**config.mk**
```make
export PLATFORM = sky130hd
export DESIGN_NAME = pfmr_mod_unit
export DESIGN_NICKNAME = d
export VERILOG_FILES = /design/src/design/prime_field_matrix_row_ops_unit_assert.svh /design/src/design/pfmr_pkg.sv /design/src/design/pfmr_mod_unit.sv
export SDC_FILE = /design/constraint.sdc
export NUM_CORES = 1
export LEC_CHECK = 0
export BUFFER_PORTS_ARGS = -buffer_cell sky130_fd_sc_hd__buf_2
export CAP_MARGIN = 0
export CELL_PAD_IN_SITES_DETAIL_PLACEMENT = 0
export CELL_PAD_IN_SITES_GLOBAL_PLACEMENT = 1
export CORE_ASPECT_RATIO = 1.5
export CORE_MARGIN = 2
export CORE_UTILIZATION = 46
export CTS_BUF_LIST = sky130_fd_sc_hd__clkbuf_8
export DETAILED_ROUTE_END_ITERATION = 16
export PLACE_DENSITY_LB_ADDON = 0.1
export SYNTH_ARGS = -nofsm -noshare
export SYNTH_HDL_FRONTEND = slang
export SYNTH_SLANG_ARGS = --single-unit
```
**constraint.sdc**
```tcl
create_clock -name clk -period 6.95 [get_ports clk]
set_input_delay 0.695 -clock clk [delete_from_list [all_inputs] [get_ports clk]]
set_output_delay 0.695 -clock clk [all_outputs]
set_load 0.05 [all_outputs]
```
**src/design/prime_field_matrix_row_ops_unit_assert.svh**
```systemverilog
// assertion macros shared by the matrix row operation unit
// no dependencies; included by the modules that carry checks
`ifndef PRIME_FIELD_MATRIX_ROW_OPS_UNIT_ASSERT_SVH
`define PRIME_FIELD_MATRIX_ROW_OPS_UNIT_ASSERT_SVH
`ifndef SYNTHESIS
`define PFMR_ASSERT(lbl, ck, rn, prop, msg) \
  lbl: assert property (@(posedge ck) disable iff (!rn) prop) else $error(msg);
`define PFMR_ASSERT_NEXT(lbl, ck, rn, ante, cons, msg) \
  lbl: assert property (@(posedge ck) disable iff (!rn) (ante) |=> (cons)) else $error(msg);
`else
`define PFMR_ASSERT(lbl, ck, rn, prop, msg)
`define PFMR_ASSERT_NEXT(lbl, ck, rn, ante, cons, msg)
`endif
`endif

```
**src/design/pfmr_pkg.sv**
```systemverilog
// shared types and constants of the matrix row operation unit
// no dependencies
`timescale 1ns / 1ps
`default_nettype none
package pfmr_pkg;

  localparam int DW = 16;

  // width of one stored matrix entry
  localparam int ELEMENT_BITS = 16;

  typedef enum logic [2:0] {
    ACT_WRITE = 3'd0,
    ACT_READ  = 3'd1,
    ACT_IDENT = 3'd2,
    ACT_SWAP  = 3'd3,
    ACT_SUB   = 3'd4,
    ACT_DIV   = 3'd5,
    ACT_TRANS = 3'd6,
    ACT_NONE  = 3'd7
  } action_t;

  typedef enum logic [1:0] {
    ST_OK    = 2'd0,
    ST_NOINV = 2'd1,
    ST_RANGE = 2'd2
  } status_t;

  // command to the shared modular unit
  typedef struct packed {
    logic          start;
    logic          mulmod;
    logic [DW-1:0] x;
    logic [DW-1:0] addend;
    logic [DW-1:0] m;
  } mu_cmd_t;

  // status of the shared modular unit
  typedef struct packed {
    logic          busy;
    logic [DW-1:0] res;
    logic [DW-1:0] quot;
  } mu_stat_t;

endpackage
`default_nettype wire

```
**src/design/pfmr_mod_unit.sv**
```systemverilog
// bit-serial modular unit: reduction, division with quotient, modular multiply
// depends on pfmr_pkg
`timescale 1ns / 1ps
`default_nettype none
module pfmr_mod_unit (
  input  wire logic               clk,
  input  wire logic               rst_n,
  input  wire pfmr_pkg::mu_cmd_t  cmd,
  output pfmr_pkg::mu_stat_t      stat
);

  localparam int DW = pfmr_pkg::DW;
  localparam int CW = $clog2(DW);

  logic          busy_r;
  logic [CW-1:0] cnt_r;
  logic [DW-1:0] acc_r, x_r, q_r, add_r, m_r;
  logic          mul_r;

  logic [DW-1:0] addv;
  logic [DW:0]   t, t2, u, u2;
  logic          w1, w2;

  // one step: acc = (2*acc + addend) mod m, acc kept below m
  always_comb begin
    addv = mul_r ? (x_r[DW-1] ? add_r : '0) : {{(DW-1){1'b0}}, x_r[DW-1]};
    t    = {acc_r, 1'b0};
    w1   = t >= {1'b0, m_r};
    t2   = w1 ? t - {1'b0, m_r} : t;
    u    = t2 + {1'b0, addv};
    w2   = u >= {1'b0, m_r};
    u2   = w2 ? u - {1'b0, m_r} : u;
  end

  always_ff @(posedge clk) begin
    if (!rst_n) begin
      busy_r <= 1'b0;
      cnt_r  <= '0;
    end else if (cmd.start) begin
      busy_r <= 1'b1;
      cnt_r  <= '0;
    end else if (busy_r) begin
      cnt_r <= cnt_r + 1'b1;
      if (cnt_r == CW'(DW - 1)) begin
        busy_r <= 1'b0;
      end
    end
  end

  always_ff @(posedge clk) begin
    if (cmd.start) begin
      acc_r <= '0;
      q_r   <= '0;
      x_r   <= cmd.x;
      add_r <= cmd.addend;
      m_r   <= cmd.m;
      mul_r <= cmd.mulmod;
    end else if (busy_r) begin
      acc_r <= u2[DW-1:0];
      x_r   <= {x_r[DW-2:0], 1'b0};
      q_r   <= {q_r[DW-2:0], w1 | w2};
    end
  end

  assign stat.busy = busy_r;
  assign stat.res  = acc_r;
  assign stat.quot = q_r;

endmodule
`default_nettype wire
```
==> results_dict.tcl <==
set metrics [dict create \
    dr_wl_met3_um 634 \
    startpoint_type "flop" \
    synth_most_common_cell "ha_1" \
    total_leakage_power_nw 3.06 \
    start_util_pct 47.0 \
    htreeDepth 3 \
    max_stage_delay_ns 0.45 \
    drt_iter0_markers 240 \
    nets 760 \
    netlist_instances 569 \
    stdcell_count 813 \
    startpoint "m_r[1]$_DFFE_PP_" \
    worstSetupEndpointType "flop" \
    synth_edf_count 49 \
    p_per_area_nw_per_um2 436 \
    grt_max_degree 87 \
    route.detailed.drc 0 \
    hpwl_um 10800 \
    crit_type "reg2reg" \
    synthArstFlopShare_pct 0 \
    tightestPinTransition_ns 1.02 \
    cts_root_buffer "clkbuf_8" \
    synth_nets 674 \
    drv_slew 0 \
    cp.buffers_inverters 3 \
    maxCapViolations 0 \
    post-route-min-period_ns 6.64 \
    wl_met2_um 7390 \
    avgSynthCellArea_um2 9.93 \
    num_antenna_cells 0 \
    holdPathStages 1 \
    grt_pass1_vias 4596 \
    final_area_um2 6540 \
    synth_top_area_share_pct 26.1 \
    synth_area_um2 5650 \
    die_w_um 94.5 \
    r2r_cells 28 \
    cp_slowest_cell "a2111o_1" \
    cts_tree "done" \
    grt_pass1_wl_um 22300 \
    worstPathRequired_ns 7.16 \
    r2r-start "m_r[1]$_DFFE_PP_" \
    slew_headroom_pct 31.9 \
    crit_cells 28 \
    ys_seq_area_share_pct 39.2 \
    cts_buffers 9 \
    dp.cells 792 \
    via_per_inst 5.60 \
    fp.dieH_um 140 \
    outcome "completed" \
    max_freq_mhz 151 \
    rows 49 \
    wl_met1_um 5400 \
    globalplace.congestion 0.886 \
    via_count 4552 \
    post_drt_wl_per_cell_um 17.3 \
    drt_first_pass_iters 4 \
    synth_area_leaders "edfxtp_1 (26%), dfxtp_1 (13%), ha_1 (11%), mux2i_1 (5.0%), xnor2_1 (4.0%)" \
    cts.sinks 86 \
    fin_skew_ns 0.0107 \
    drive_gt1_share_pct 22.3 \
    arrival_ns 6.85 \
    cts_hold_buf 0 \
    hp-start "cmd[30]" \
    clock_latency_ns 0.37 \
    synth_top_area_cell "edfxtp_1" \
    hp-class "in2reg" \
    path_common_cell "a21oi_1" \
    ant_nets 0 \
    post_dp_cell_area_um2 6220 \
    die_area_um2 13200 \
    routed_wl_um 14000 \
    synth_ff_type "edfxtp_1" \
    min_period_over_period_pct 95.5 \
    peakVddDrop_mv 0.153 \
    coreArea_um2 12000 \
    port_buffers 84 \
    cts_max_path_buffers 2 \
    area_growth_pct 15.8 \
    ios 85 \
    finalSetupViolations 0 \
    finalHoldViolCount 0 \
    grt.overflow.total 0 \
    ys_types 56 \
    antenna_found_initial 0 \
    ys_warn_count 0 \
    cpLargestDelayFamily "compound AO/OA/AOI/OAI gates" \
    grt_usage_pct 22.0 \
    synth_commonest_cells "ha_1 (50), edfxtp_1 (49), nor2_1 (45)" \
    ys_ff_latch 86 \
    fillers 1154 \
    clk_pin_slew_worst_paths_ns 0.10 \
    path_max_fanout 10 \
    highest_layer "met4" \
]
[worst reg2reg max path: cells and delay by family (launching register included)]
family | cells | cell delay (ns)
AO/OA/AOI/OAI | 12 | 2.82
XOR/XNOR | 1 | 0.19
buffers and inverters | 3 | 0.51
multiplexers | 3 | 0.87
adder cells (fa/ha/maj) | 3 | 0.94
flip-flops | 1 | 0.38
AND/OR/NAND/NOR | 6 | 0.75
[layer usage]
metal / up-vias / global-route usage, %
li1: 2263 / -
met3: 36 / 4.17
met5: - / 0
met1: 2138 / 23.7
met4: 0 / 11.0
met2: 115 / 40.0
[report_power, final]
group / leakage (nW) / internal [W] / switching, W
combinational: 2.16 / 0.000743 / 0.00106
clock: 0.115 / 0.000208 / 0.000198
sequential: 0.787 / 0.000600 / 0.0000506
total: 3.06 / 0.00155 / 0.00130
[registers in the layout, indices dropped and copies added (netlist names)]
name    cells
acc_r      16
add_r      16
m_r        16
q_r        16
x_r        16
cnt_r       4
busy_r      1
mul_r       1
[cells by family (layout without fill, tap and decap cells)]
family	count (synthesis)	count (layout)	share of synthesized area [%]
buffers and inverters	52	143	3.92
XOR/XNOR	39	39	6.05
AND/OR/NAND/NOR	145	145	12.5
adder cells (fa/ha/maj)	53	53	12.1
multiplexers	46	46	8.60
AO/OA/AOI/OAI	148	148	17.6
flip-flops	86	86	39.2
[area by class of cell]
type	instances	area (µm²)	share of cell area [%]
well taps	153	191	2.93
clock buffers	9	124	1.89
clock inverters	7	104	1.59
flip-flops and latches	86	2210	33.8
multi-input cells	431	3270	49.9
repair buffers	97	532	8.13
inverters	30	113	1.72
[placed cells by master, fill, tap and decap left out, types with 6 or more instances in the layout]
master and instances:
ha_1 48, nand2_1 30, edfxtp_1 49, and3_1 16, nor2b_1 11, nand2b_1 9, clkbuf_8 9, xnor2_1 25
xor2_1 13, inv_1 29, buf_4 11, o21a_1 6, a21oi_1 37, o21bai_1 6, mux2i_1 28, nand3_1 9
a21o_1 18, nor2_1 45, mux2_2 17, a211oi_1 14, nor3_1 9, dfxtp_1 36, o21ai_0 23, buf_2 83
[path summary, 6_finish.rpt]
check / to / slack (ns)
hold reg to reg: q_r[15]$_SDFFE_PP0P_ / 0.51
hold / removal: add_r[14]$_DFFE_PP_ / 0.49
setup reg to reg: acc_r[13]$_SDFFE_PP0P_ / 0.31
setup / recovery: acc_r[13]$_SDFFE_PP0P_ / 0.31
[through the flow]
step | total power, W | utilization (%) | TNS [ns] | hold WS (ns) | worst slack [ns]
6_report | 0.00286 | 54.4 | 0 | 0.493 | 0.314
5_1_grt | 0.00306 | 54.4 | -0.0873 | 0.469 | -0.0352
3_5_place_dp | 0.00237 | 51.8 | -0.0146 | 0.482 | -0.0146
4_1_cts | 0.00280 | 53.8 | 0 | 0.470 | 0.0378
3_3_place_gp | 0.00235 | 51.8 | 0 | 0.474 | 0.153
2_1_floorplan | 0.00196 | - | 0 | 0.479 | 0.227
[repair_timing]
| action | in CTS | in global routing |
|---|---|---|
| endpoints found under the setup margin | 2 | 17 |
| setup buffers | 1 | 3 |
| pin swaps | 1 | 2 |
| resized for setup | 1 | 14 |
| cloned | 0 | 1 |
No activity file was read; power rests on OpenSTA's default activity.
